[src/rtl/stcf_pkg.sv]
package stcf_pkg;

    localparam int unsigned REM_W   = 9;
    localparam int unsigned MONTH_W = 4;

    localparam logic [MONTH_W-1:0] MONTH_LAST = MONTH_W'(11);
    localparam logic [7:0]         YEAR_BASE  = 8'd70;

    typedef enum logic [2:0] {
        DIV_SEC,
        DIV_MIN,
        DIV_HOUR,
        DIV_WDAY,
        DIV_YEAR
    } t_div_sel;

    typedef enum logic [2:0] {
        ST_IDLE,
        ST_DIV,
        ST_CAPTURE,
        ST_MONTH,
        ST_FINISH
    } t_state;

    typedef struct packed {
        logic     load;
        t_div_sel load_sel;
        logic     step;
        logic     capture;
        t_div_sel cur_sel;
        logic     month_step;
        logic     publish;
    } t_dp_cmd;

    typedef struct packed {
        logic div_last;
        logic month_done;
    } t_dp_status;

    function automatic logic [REM_W-1:0] divisor_of(input t_div_sel sel);
        logic [REM_W-1:0] d;
        case (sel)
            DIV_SEC:  d = REM_W'(60);
            DIV_MIN:  d = REM_W'(60);
            DIV_HOUR: d = REM_W'(24);
            DIV_WDAY: d = REM_W'(7);
            DIV_YEAR: d = REM_W'(365);
            default:  d = REM_W'(365);
        endcase
        return d;
    endfunction

    function automatic logic [4:0] month_len(input logic [MONTH_W-1:0] mon);
        logic [4:0] len;
        case (mon)
            4'd0:    len = 5'd31;
            4'd1:    len = 5'd28;
            4'd2:    len = 5'd31;
            4'd3:    len = 5'd30;
            4'd4:    len = 5'd31;
            4'd5:    len = 5'd30;
            4'd6:    len = 5'd31;
            4'd7:    len = 5'd31;
            4'd8:    len = 5'd30;
            4'd9:    len = 5'd31;
            4'd10:   len = 5'd30;
            4'd11:   len = 5'd31;
            default: len = 5'd31;
        endcase
        return len;
    endfunction

endpackage

[src/rtl/stcf_in_if.sv]
interface stcf_in_if #(
    parameter int unsigned SECONDS_WIDTH = 32
);
    logic                     valid;
    logic                     ready;
    logic [SECONDS_WIDTH-1:0] epoch_seconds;

    modport source (output valid, output epoch_seconds, input ready);
    modport sink   (input valid, input epoch_seconds, output ready);
endinterface

[src/rtl/stcf_out_if.sv]
interface stcf_out_if;
    logic       valid;
    logic       ready;
    logic [5:0] second;
    logic [5:0] minute;
    logic [4:0] hour;
    logic [2:0] weekday;
    logic [7:0] year_from_1900;
    logic [8:0] day_of_year;
    logic [3:0] month;
    logic [4:0] day_of_month;

    modport source (
        output valid, output second, output minute, output hour, output weekday,
        output year_from_1900, output day_of_year, output month, output day_of_month,
        input ready
    );
    modport sink (
        input valid, input second, input minute, input hour, input weekday,
        input year_from_1900, input day_of_year, input month, input day_of_month,
        output ready
    );
endinterface

[src/rtl/stcf_ctrl.sv]
module stcf_ctrl
    import stcf_pkg::*;
(
    input  logic       i_clk,
    input  logic       i_rst_n,
    input  logic       i_in_valid,
    output logic       o_in_ready,
    output logic       o_out_valid,
    input  logic       i_out_ready,
    input  t_dp_status i_status,
    output t_dp_cmd    o_cmd
);

    t_state   r_state, n_state;
    t_div_sel r_sel, n_sel;
    logic     r_out_valid, n_out_valid;

    always_ff @(posedge i_clk) begin
        if (!i_rst_n) begin
            r_state     <= ST_IDLE;
            r_sel       <= DIV_SEC;
            r_out_valid <= 1'b0;
        end else begin
            r_state     <= n_state;
            r_sel       <= n_sel;
            r_out_valid <= n_out_valid;
        end
    end

    always_comb begin
        n_state          = r_state;
        n_sel            = r_sel;
        o_in_ready       = 1'b0;
        o_cmd.load       = 1'b0;
        o_cmd.load_sel   = r_sel;
        o_cmd.step       = 1'b0;
        o_cmd.capture    = 1'b0;
        o_cmd.cur_sel    = r_sel;
        o_cmd.month_step = 1'b0;
        o_cmd.publish    = 1'b0;

        case (r_state)
            ST_IDLE: begin
                o_in_ready = 1'b1;
                if (i_in_valid) begin
                    o_cmd.load     = 1'b1;
                    o_cmd.load_sel = DIV_SEC;
                    n_sel          = DIV_SEC;
                    n_state        = ST_DIV;
                end
            end
            ST_DIV: begin
                o_cmd.step = 1'b1;
                if (i_status.div_last) begin
                    n_state = ST_CAPTURE;
                end
            end
            ST_CAPTURE: begin
                o_cmd.capture = 1'b1;
                n_state       = ST_DIV;
                o_cmd.load    = 1'b1;
                case (r_sel)
                    DIV_SEC: begin
                        o_cmd.load_sel = DIV_MIN;
                        n_sel          = DIV_MIN;
                    end
                    DIV_MIN: begin
                        o_cmd.load_sel = DIV_HOUR;
                        n_sel          = DIV_HOUR;
                    end
                    DIV_HOUR: begin
                        o_cmd.load_sel = DIV_WDAY;
                        n_sel          = DIV_WDAY;
                    end
                    DIV_WDAY: begin
                        o_cmd.load_sel = DIV_YEAR;
                        n_sel          = DIV_YEAR;
                    end
                    default: begin
                        o_cmd.load = 1'b0;
                        n_state    = ST_MONTH;
                    end
                endcase
            end
            ST_MONTH: begin
                if (i_status.month_done) begin
                    n_state = ST_FINISH;
                end else begin
                    o_cmd.month_step = 1'b1;
                end
            end
            ST_FINISH: begin
                if (!r_out_valid || i_out_ready) begin
                    o_cmd.publish = 1'b1;
                    n_state       = ST_IDLE;
                end
            end
            default: begin
                n_state = ST_IDLE;
            end
        endcase
    end

    always_comb begin
        if (o_cmd.publish) begin
            n_out_valid = 1'b1;
        end else if (i_out_ready) begin
            n_out_valid = 1'b0;
        end else begin
            n_out_valid = r_out_valid;
        end
    end

    assign o_out_valid = r_out_valid;

endmodule

[src/rtl/stcf_datapath.sv]
module stcf_datapath
    import stcf_pkg::*;
#(
    parameter int unsigned SECONDS_WIDTH = 32
) (
    input  logic                     i_clk,
    input  logic                     i_rst_n,
    input  t_dp_cmd                  i_cmd,
    output t_dp_status               o_status,
    input  logic [SECONDS_WIDTH-1:0] i_epoch_seconds,
    output logic [5:0]               o_second,
    output logic [5:0]               o_minute,
    output logic [4:0]               o_hour,
    output logic [2:0]               o_weekday,
    output logic [7:0]               o_year_from_1900,
    output logic [8:0]               o_day_of_year,
    output logic [3:0]               o_month,
    output logic [4:0]               o_day_of_month
);

    localparam int unsigned W         = SECONDS_WIDTH;
    localparam int unsigned CHUNK_W   = 16;
    localparam int unsigned SHIFT     = W + REM_W;
    localparam int unsigned NCHUNK    = (SHIFT + CHUNK_W - 1) / CHUNK_W;
    localparam int unsigned RECIP_PAD = NCHUNK * CHUNK_W;
    localparam int unsigned PROD_W    = W + RECIP_PAD;
    localparam int unsigned CNT_W     = $clog2(NCHUNK);

    // Scaled reciprocals, rounded up; exact for every dividend below 2**W.
    localparam logic [63:0]          SCALE     = 64'd1 << SHIFT;
    localparam logic [RECIP_PAD-1:0] RECIP_60  = RECIP_PAD'((SCALE + 64'd59) / 64'd60);
    localparam logic [RECIP_PAD-1:0] RECIP_24  = RECIP_PAD'((SCALE + 64'd23) / 64'd24);
    localparam logic [RECIP_PAD-1:0] RECIP_7   = RECIP_PAD'((SCALE + 64'd6) / 64'd7);
    localparam logic [RECIP_PAD-1:0] RECIP_365 = RECIP_PAD'((SCALE + 64'd364) / 64'd365);

    function automatic logic [RECIP_PAD-1:0] recip_of(input t_div_sel sel);
        logic [RECIP_PAD-1:0] m;
        case (sel)
            DIV_SEC:  m = RECIP_60;
            DIV_MIN:  m = RECIP_60;
            DIV_HOUR: m = RECIP_24;
            DIV_WDAY: m = RECIP_7;
            DIV_YEAR: m = RECIP_365;
            default:  m = RECIP_365;
        endcase
        return m;
    endfunction

    logic [W-1:0]         r_q;
    logic [RECIP_PAD-1:0] r_recip;
    logic [PROD_W-1:0]    r_acc;
    logic [CNT_W-1:0]     r_cnt;
    logic [W-1:0]         r_days;
    logic [5:0]           r_sec, r_min;
    logic [4:0]           r_hour;
    logic [2:0]           r_wday;
    logic [7:0]           r_year;
    logic [REM_W-1:0]     r_yday;
    logic [REM_W-1:0]     r_mrem;
    logic [MONTH_W-1:0]   r_mon;

    logic [5:0]           r_o_sec, r_o_min;
    logic [4:0]           r_o_hour;
    logic [2:0]           r_o_wday;
    logic [7:0]           r_o_year;
    logic [REM_W-1:0]     r_o_yday;
    logic [MONTH_W-1:0]   r_o_mon;
    logic [4:0]           r_o_dom;

    logic [W+CHUNK_W-1:0] partial;
    logic [W-1:0]         quot;
    logic [2*REM_W-1:0]   quot_by_div;
    logic [REM_W-1:0]     rem;
    logic [REM_W-1:0]     divisor;
    logic [W-1:0]         load_src;
    logic [REM_W-1:0]     cur_len;

    assign partial     = {{CHUNK_W{1'b0}}, r_q}
                       * {{W{1'b0}}, r_recip[RECIP_PAD-1 -: CHUNK_W]};
    assign quot        = r_acc[SHIFT +: W];
    assign divisor     = divisor_of(i_cmd.cur_sel);
    assign quot_by_div = {{REM_W{1'b0}}, quot[REM_W-1:0]} * {{REM_W{1'b0}}, divisor};
    assign rem         = r_q[REM_W-1:0] - quot_by_div[REM_W-1:0];
    assign cur_len     = {{(REM_W-5){1'b0}}, month_len(r_mon)};

    always_comb begin
        case (i_cmd.load_sel)
            DIV_SEC:  load_src = i_epoch_seconds;
            DIV_WDAY: load_src = quot + W'(4);
            DIV_YEAR: load_src = r_days;
            default:  load_src = quot;
        endcase
    end

    assign o_status.div_last   = (r_cnt == CNT_W'(NCHUNK - 1));
    assign o_status.month_done = (r_mon == MONTH_LAST) || (r_mrem < cur_len);

    always_ff @(posedge i_clk) begin
        if (!i_rst_n) begin
            r_cnt <= '0;
        end else if (i_cmd.load) begin
            r_cnt <= '0;
        end else if (i_cmd.step) begin
            r_cnt <= r_cnt + CNT_W'(1);
        end
    end

    always_ff @(posedge i_clk) begin
        if (i_cmd.load) begin
            r_q     <= load_src;
            r_recip <= recip_of(i_cmd.load_sel);
            r_acc   <= '0;
        end else if (i_cmd.step) begin
            r_recip <= {r_recip[RECIP_PAD-CHUNK_W-1:0], {CHUNK_W{1'b0}}};
            r_acc   <= {r_acc[PROD_W-CHUNK_W-1:0], {CHUNK_W{1'b0}}}
                     + {{(PROD_W-W-CHUNK_W){1'b0}}, partial};
        end

        if (i_cmd.capture) begin
            case (i_cmd.cur_sel)
                DIV_SEC: begin
                    r_sec <= rem[5:0];
                end
                DIV_MIN: begin
                    r_min <= rem[5:0];
                end
                DIV_HOUR: begin
                    r_hour <= rem[4:0];
                    r_days <= quot;
                end
                DIV_WDAY: begin
                    r_wday <= rem[2:0];
                end
                DIV_YEAR: begin
                    r_year <= quot[7:0] + YEAR_BASE;
                    r_yday <= rem;
                    r_mrem <= rem;
                    r_mon  <= '0;
                end
                default: begin
                    r_sec <= r_sec;
                end
            endcase
        end else if (i_cmd.month_step) begin
            r_mrem <= r_mrem - cur_len;
            r_mon  <= r_mon + MONTH_W'(1);
        end

        if (i_cmd.publish) begin
            r_o_sec  <= r_sec;
            r_o_min  <= r_min;
            r_o_hour <= r_hour;
            r_o_wday <= r_wday;
            r_o_year <= r_year;
            r_o_yday <= r_yday;
            r_o_mon  <= r_mon;
            r_o_dom  <= r_mrem[4:0] + 5'd1;
        end
    end

    assign o_second         = r_o_sec;
    assign o_minute         = r_o_min;
    assign o_hour           = r_o_hour;
    assign o_weekday        = r_o_wday;
    assign o_year_from_1900 = r_o_year;
    assign o_day_of_year    = r_o_yday;
    assign o_month          = r_o_mon;
    assign o_day_of_month   = r_o_dom;

endmodule

[src/rtl/seconds_to_calendar_fields_top.sv]
// Converts a count of seconds since the start of 1970 into calendar fields under a
// calendar of 365-day years with a 28-day February. One shared divider works by
// reciprocal multiplication: the dividend is multiplied by a scaled reciprocal of the
// divisor, sixteen bits of the reciprocal per cycle, and the remainder is recovered
// from the quotient. It is run five times in turn (by 60, 60, 24, 7 and 365), each run
// working through all N = ceil((SECONDS_WIDTH + 9) / 16) reciprocal slices; the month
// is then found by subtracting month lengths, one month per cycle, stopping at December
// at the latest. One item is worked on at a time; the result sits in an output register,
// so the next input transfer is taken while a finished result still waits.
module seconds_to_calendar_fields_top
    import stcf_pkg::*;
#(
    parameter int unsigned SECONDS_WIDTH = 32
) (
    input  logic       i_clk,
    input  logic       i_rst_n,
    stcf_in_if.sink    i_in,
    stcf_out_if.source o_out
);

    t_dp_cmd    cmd;
    t_dp_status status;

    stcf_ctrl u_ctrl (
        .i_clk       (i_clk),
        .i_rst_n     (i_rst_n),
        .i_in_valid  (i_in.valid),
        .o_in_ready  (i_in.ready),
        .o_out_valid (o_out.valid),
        .i_out_ready (o_out.ready),
        .i_status    (status),
        .o_cmd       (cmd)
    );

    stcf_datapath #(
        .SECONDS_WIDTH (SECONDS_WIDTH)
    ) u_datapath (
        .i_clk            (i_clk),
        .i_rst_n          (i_rst_n),
        .i_cmd            (cmd),
        .o_status         (status),
        .i_epoch_seconds  (i_in.epoch_seconds),
        .o_second         (o_out.second),
        .o_minute         (o_out.minute),
        .o_hour           (o_out.hour),
        .o_weekday        (o_out.weekday),
        .o_year_from_1900 (o_out.year_from_1900),
        .o_day_of_year    (o_out.day_of_year),
        .o_month          (o_out.month),
        .o_day_of_month   (o_out.day_of_month)
    );

endmodule
[src/flat_wrapper.sv]
// flat-port wrapper written by rule: the top's interface ports become plain ports
module seconds_to_calendar_fields_top_flat import stcf_pkg::*;
#(
    parameter int unsigned SECONDS_WIDTH = 32
)
  (i_clk, i_rst_n, i_in_valid, i_in_epoch_seconds, i_in_ready, o_out_valid, o_out_second, o_out_minute, o_out_hour, o_out_weekday, o_out_year_from_1900, o_out_day_of_year, o_out_month, o_out_day_of_month, o_out_ready);
  stcf_in_if #(.SECONDS_WIDTH(SECONDS_WIDTH)) i_in_i ();
  stcf_out_if o_out_i ();
  input  logic i_clk;
  input  logic i_rst_n;
  input wire logic [$bits(i_in_i.valid)-1:0] i_in_valid;
  input wire logic [$bits(i_in_i.epoch_seconds)-1:0] i_in_epoch_seconds;
  output wire logic [$bits(i_in_i.ready)-1:0] i_in_ready;
  output wire logic [$bits(o_out_i.valid)-1:0] o_out_valid;
  output wire logic [$bits(o_out_i.second)-1:0] o_out_second;
  output wire logic [$bits(o_out_i.minute)-1:0] o_out_minute;
  output wire logic [$bits(o_out_i.hour)-1:0] o_out_hour;
  output wire logic [$bits(o_out_i.weekday)-1:0] o_out_weekday;
  output wire logic [$bits(o_out_i.year_from_1900)-1:0] o_out_year_from_1900;
  output wire logic [$bits(o_out_i.day_of_year)-1:0] o_out_day_of_year;
  output wire logic [$bits(o_out_i.month)-1:0] o_out_month;
  output wire logic [$bits(o_out_i.day_of_month)-1:0] o_out_day_of_month;
  input wire logic [$bits(o_out_i.ready)-1:0] o_out_ready;
  assign i_in_i.valid = i_in_valid;
  assign i_in_i.epoch_seconds = i_in_epoch_seconds;
  assign i_in_ready = i_in_i.ready;
  assign o_out_valid = o_out_i.valid;
  assign o_out_second = o_out_i.second;
  assign o_out_minute = o_out_i.minute;
  assign o_out_hour = o_out_i.hour;
  assign o_out_weekday = o_out_i.weekday;
  assign o_out_year_from_1900 = o_out_i.year_from_1900;
  assign o_out_day_of_year = o_out_i.day_of_year;
  assign o_out_month = o_out_i.month;
  assign o_out_day_of_month = o_out_i.day_of_month;
  assign o_out_i.ready = o_out_ready;
  seconds_to_calendar_fields_top #(.SECONDS_WIDTH(SECONDS_WIDTH)) u_core (.i_clk(i_clk), .i_rst_n(i_rst_n), .i_in(i_in_i), .o_out(o_out_i));
endmodule
[config.mk]
export PLATFORM = sky130hd
export DESIGN_NAME = seconds_to_calendar_fields_top_flat
export DESIGN_NICKNAME = d
export VERILOG_FILES = /design/src/rtl/stcf_pkg.sv /design/src/rtl/stcf_in_if.sv /design/src/rtl/stcf_out_if.sv /design/src/rtl/stcf_ctrl.sv /design/src/rtl/stcf_datapath.sv /design/src/rtl/seconds_to_calendar_fields_top.sv /design/src/flat_wrapper.sv
export SDC_FILE = /design/constraint.sdc
export NUM_CORES = 2
export LEC_CHECK = 0
export BUFFER_PORTS_ARGS = -buffer_cell sky130_fd_sc_hd__buf_2
export CORE_MARGIN = 1
export CORE_UTILIZATION = 50
export CTS_CLUSTER_SIZE = 28
export DETAILED_ROUTE_END_ITERATION = 8
export PLACE_DENSITY = 0.66
export SKIP_CTS_REPAIR_TIMING = 1
export SYNTH_ARGS = -nofsm -noshare
export SYNTH_HDL_FRONTEND = slang
export SYNTH_SLANG_ARGS = --single-unit
[constraint.sdc]
create_clock -name i_clk -period 16.7 [get_ports i_clk]
set_clock_uncertainty 0.15 [all_clocks]
set_input_delay 0.835 -clock i_clk [delete_from_list [all_inputs] [get_ports i_clk]]
set_output_delay 0.835 -clock i_clk [all_outputs]
set_load 0.005 [all_outputs]
==> summary.md <==
| Metric | Value |
|---|---|
| Run status | completed |
| Number of iterations in the first detailed-routing pass | 5 |
| Sum of overflow across all layers after global routing | 0 |
| Num CTS Buffers | 31 |
| Sink count of the clock tree | roughly 280 |
| Cells on Worst Hold Path | 0 |
| Min-Delay Path Class | flop to flop |
| Flop and latch count out of synthesis | 282 |
| Weighted congestion reported at the end of routability-driven placement | just over 1 |
| Unrepaired setup endpoints after global routing | false |
| Clock transition at the registers of the reported paths | 0.06 ns |
| Setup TNS | 0 ns |
| Filler cells | 5508 |
| WP data arrival | 8.63 ns |
| Critical Path, Cell by Cell | nand2_1, fa_1, inv_1, fa_1, fa_1, fa_1, fa_1, inv_1, fa_1, inv_1, ha_1, a21oi_1, o21ai_0, a211oi_1, o211ai_1, and2_1, o31ai_2, a211oi_1, xnor2_1, a21oi_1 |
| Number of instances in the synthesized netlist | about 3300 |
| Distinct cell type count of the synthesized netlist | just over 80 |
| Buffers and inverters on the worst path | 3 |
| Vertical die dimension | 250 um |
| Commonest cells in the synthesized netlist | sky130_fd_sc_hd__inv_1 (676), sky130_fd_sc_hd__nand2_1 (499), sky130_fd_sc_hd__fa_1 (473) |
| Nets | just under 4000 |
| Detailed Route Iter0 Violations | between 2000 and 2500 |
| Required time reported for the critical path endpoint | 16.99 ns |
| Initial Util | 50.8% |
| Final count of negative-setup-slack endpoints | 0 |
| Clock Root Buffer | sky130_fd_sc_hd__clkbuf_16 |
| Most area-hungry cell type in the Yosys netlist | sky130_fd_sc_hd__fa_1 |
| Class of the most critical setup path | flop to flop |
| Aggregate routed wire length | around 85000 um |
| Total via count in the routed design | 22900 |
| Hold Fails Final Rpt | 0 |
| Latest clock arrival within the worst-skew pair | 0.60 ns |
| Layout area overhead | 7.12% |
| Count of buffers inserted at the top-level ports | slightly above 80 |
| Boundary Pins | 84 |
| Peak fanout along the critical path | 32 |
| Worst path most repeated cell | sky130_fd_sc_hd__fa_1 |
| Number of max-cap violations | 0 |
| Top flip-flop cell by instance count after synthesis | sky130_fd_sc_hd__edfxtp_1 |
| Number of H-tree levels | 1 |
| Row count | 90 |
| Crit path time final | 8.34 ns |
| Top cell family by delay on the critical path | adder cells |
| Crit start category | flop |
| Number of DRC violations after detailed routing | 0 |
| Antenna violations before repair | 1 |
| Die width | 250 um |
| Peak clock frequency supported by timing | 0.120 GHz |
| Portion of synthesized cell area occupied by the leading cell type | 30.8% |
| Slowest cell on crit path | sky130_fd_sc_hd__edfxtp_1 |
| Critical Path Max Stage Delay | 1.32 ns |
| Antenna Violating Nets Remaining | 0 |
| Logic depth of the worst register-to-register path | 20 |
| Syn_area_per_cell | between 9 and 10 um^2 |
| Layout cell share with drive strength beyond 1 | around 6.7% |
| Count of warnings emitted by yosys | 0 |
| Area of all sequential standard cells | between 7000 and 8000 um^2 |
| Element type at the critical path end | flop |
| Core outline area | approximately 61000 um^2 |
| Die area | 62500 um^2 |
| Part of the Yosys area used for sequential elements | 24.8% |
| Number of max-slew violations in the final report | 0 |
| Total global routing track utilization | between 20 and 30% |
| Slew @ Worst Pin | 1.46 ns |
| Synthesized net count | 3941 |
| Stages on worst setup path | 20 |
| Cell with the most instances after synthesis | sky130_fd_sc_hd__inv_1 |
| Ranking of synthesized cells by area | sky130_fd_sc_hd__fa_1 (31%), sky130_fd_sc_hd__edfxtp_1 (19%), sky130_fd_sc_hd__inv_1 (8.3%), sky130_fd_sc_hd__ha_1 (6.8%), sky130_fd_sc_hd__nand2_1 (6.1%) |
| TritonCTS clock tree | done |
| Post-detailed-route wirelength per cell | 20.9 um |
| Proportion of register bits with asynchronous set or reset after synthesis | 0% |
| Post-route clock period utilization | around 50% |
| Largest net degree at the start of global routing | 78 |
| Multi-input gate area | 20000 um^2 |
| Number of global-route vias before repair | 24000 |
| HPWL after detailed placement | 65000 um |
| Slew margin rel. | under 10% |
| Vias per cell | 5.61 |
| Post-synthesis cell area | ~31000 um^2 |
| Buffer levels on the longest clock path | 3 |
| Global-route wire length before repair | about 140000 um |
| Number of enable-type register cells in the synthesized netlist | 198 |
==> kinds of logic (layout without fill, tap and decap cells) <==
group                      Yosys count  after routing  share of synthesized area (%)
muxes                               28             28                          0.928
buffers and inverters              835            860                           10.3
xor gates and xnor gates           105            105                           2.99
DFF                                282            282                           24.8
and+or+nand+nor                    964            964                           14.7
adders and majority gates          639            639                           37.5
other                                0              1                              0
AOI/OAI and AO/OA                  413            413                           8.72
==> registers in the layout (all words and copies together) (netlist names), 8 cells and up <==
signal                              cells
u_core.u_datapath.r_acc                73
u_core.u_datapath.r_days               32
u_core.u_datapath.r_recip              38
u_core.u_datapath.r_yday                9
u_core.u_datapath.o_day_of_year         9
u_core.u_datapath.r_q                  32
u_core.u_datapath.o_year_from_1900      8
u_core.u_datapath.r_year                8
u_core.u_datapath.r_mrem                9
==> path summary, 6_finish.rpt <==
check | from | end | slack, ns
setup reg to reg | u_core.u_datapath.r_recip[46] | u_core.u_datapath.r_acc[68] | 8.36
hold / removal | u_core.u_datapath.r_yday[3] | u_core.u_datapath.o_day_of_year[3] | 0.27
hold reg to reg | u_core.u_datapath.r_yday[3] | u_core.u_datapath.o_day_of_year[3] | 0.27
setup / recovery | u_core.u_datapath.r_recip[46] | u_core.u_datapath.r_acc[68] | 8.36
==> per-stage QoR <==
step	hold slack, ns	cells	worst slack (ns)	instance area, um^2	util (%)
floorplan	0.250	3266	10.16	30800	-
global placement	0.251	4016	8.48	31900	52.6
detailed placement	0.255	4016	8.62	31900	52.6
CTS	0.270	4073	8.52	32900	54.4
global route	0.275	4073	8.05	32900	54.4
finish	0.268	4074	8.36	32900	54.4
==> layout by cell type, fill, tap and decap left out, types with 13 or more instances in the layout <==
cell,Yosys,layout
sky130_fd_sc_hd__mux2i_1,24,24
sky130_fd_sc_hd__a211oi_1,20,20
sky130_fd_sc_hd__edfxtp_1,198,198
sky130_fd_sc_hd__nand2_1,499,499
sky130_fd_sc_hd__xnor2_1,69,69
sky130_fd_sc_hd__inv_1,676,674
sky130_fd_sc_hd__clkbuf_16,0,31
sky130_fd_sc_hd__ha_1,166,166
sky130_fd_sc_hd__nor3_1,17,17
sky130_fd_sc_hd__and2_1,203,203
sky130_fd_sc_hd__o22ai_1,14,14
sky130_fd_sc_hd__a21o_1,21,21
sky130_fd_sc_hd__nand3_1,34,34
sky130_fd_sc_hd__buf_4,0,40
sky130_fd_sc_hd__a31oi_1,16,16
sky130_fd_sc_hd__nor2b_1,14,13
sky130_fd_sc_hd__dfxtp_1,84,84
sky130_fd_sc_hd__o21ai_0,88,88
sky130_fd_sc_hd__and3_1,32,32
sky130_fd_sc_hd__a21oi_1,132,132
sky130_fd_sc_hd__nor2_1,97,95
sky130_fd_sc_hd__buf_2,17,83
sky130_fd_sc_hd__fa_1,473,473
sky130_fd_sc_hd__xor2_1,36,36
sky130_fd_sc_hd__o211ai_1,22,22
sky130_fd_sc_hd__nand4_1,17,17
==> cell type report <==
type | instances | share of cell area [%]
Multi-Input combinational cell | 2149 | 60.7
Sequential cell | 282 | 23.2
Inverter | 680 | 7.75
Tap cell | 782 | 2.97
Clock buffer | 38 | 2.59
Timing Repair Buffer | 123 | 2.17
Clock inverter | 19 | 0.699
Antenna cell | 1 | 0.00760
==> layer usage <==
layer	GRT usage [%]	share of wire (%)	wire length (um)
met5	0	0	0
met4	8.13	2.9	2450
met3	3.77	7.5	6370
met2	45.2	47	39800
met1	39.6	43	36600
Power is not shown: default switching activity piles up to over one toggle a cycle in this logic, so the estimate is an artifact.
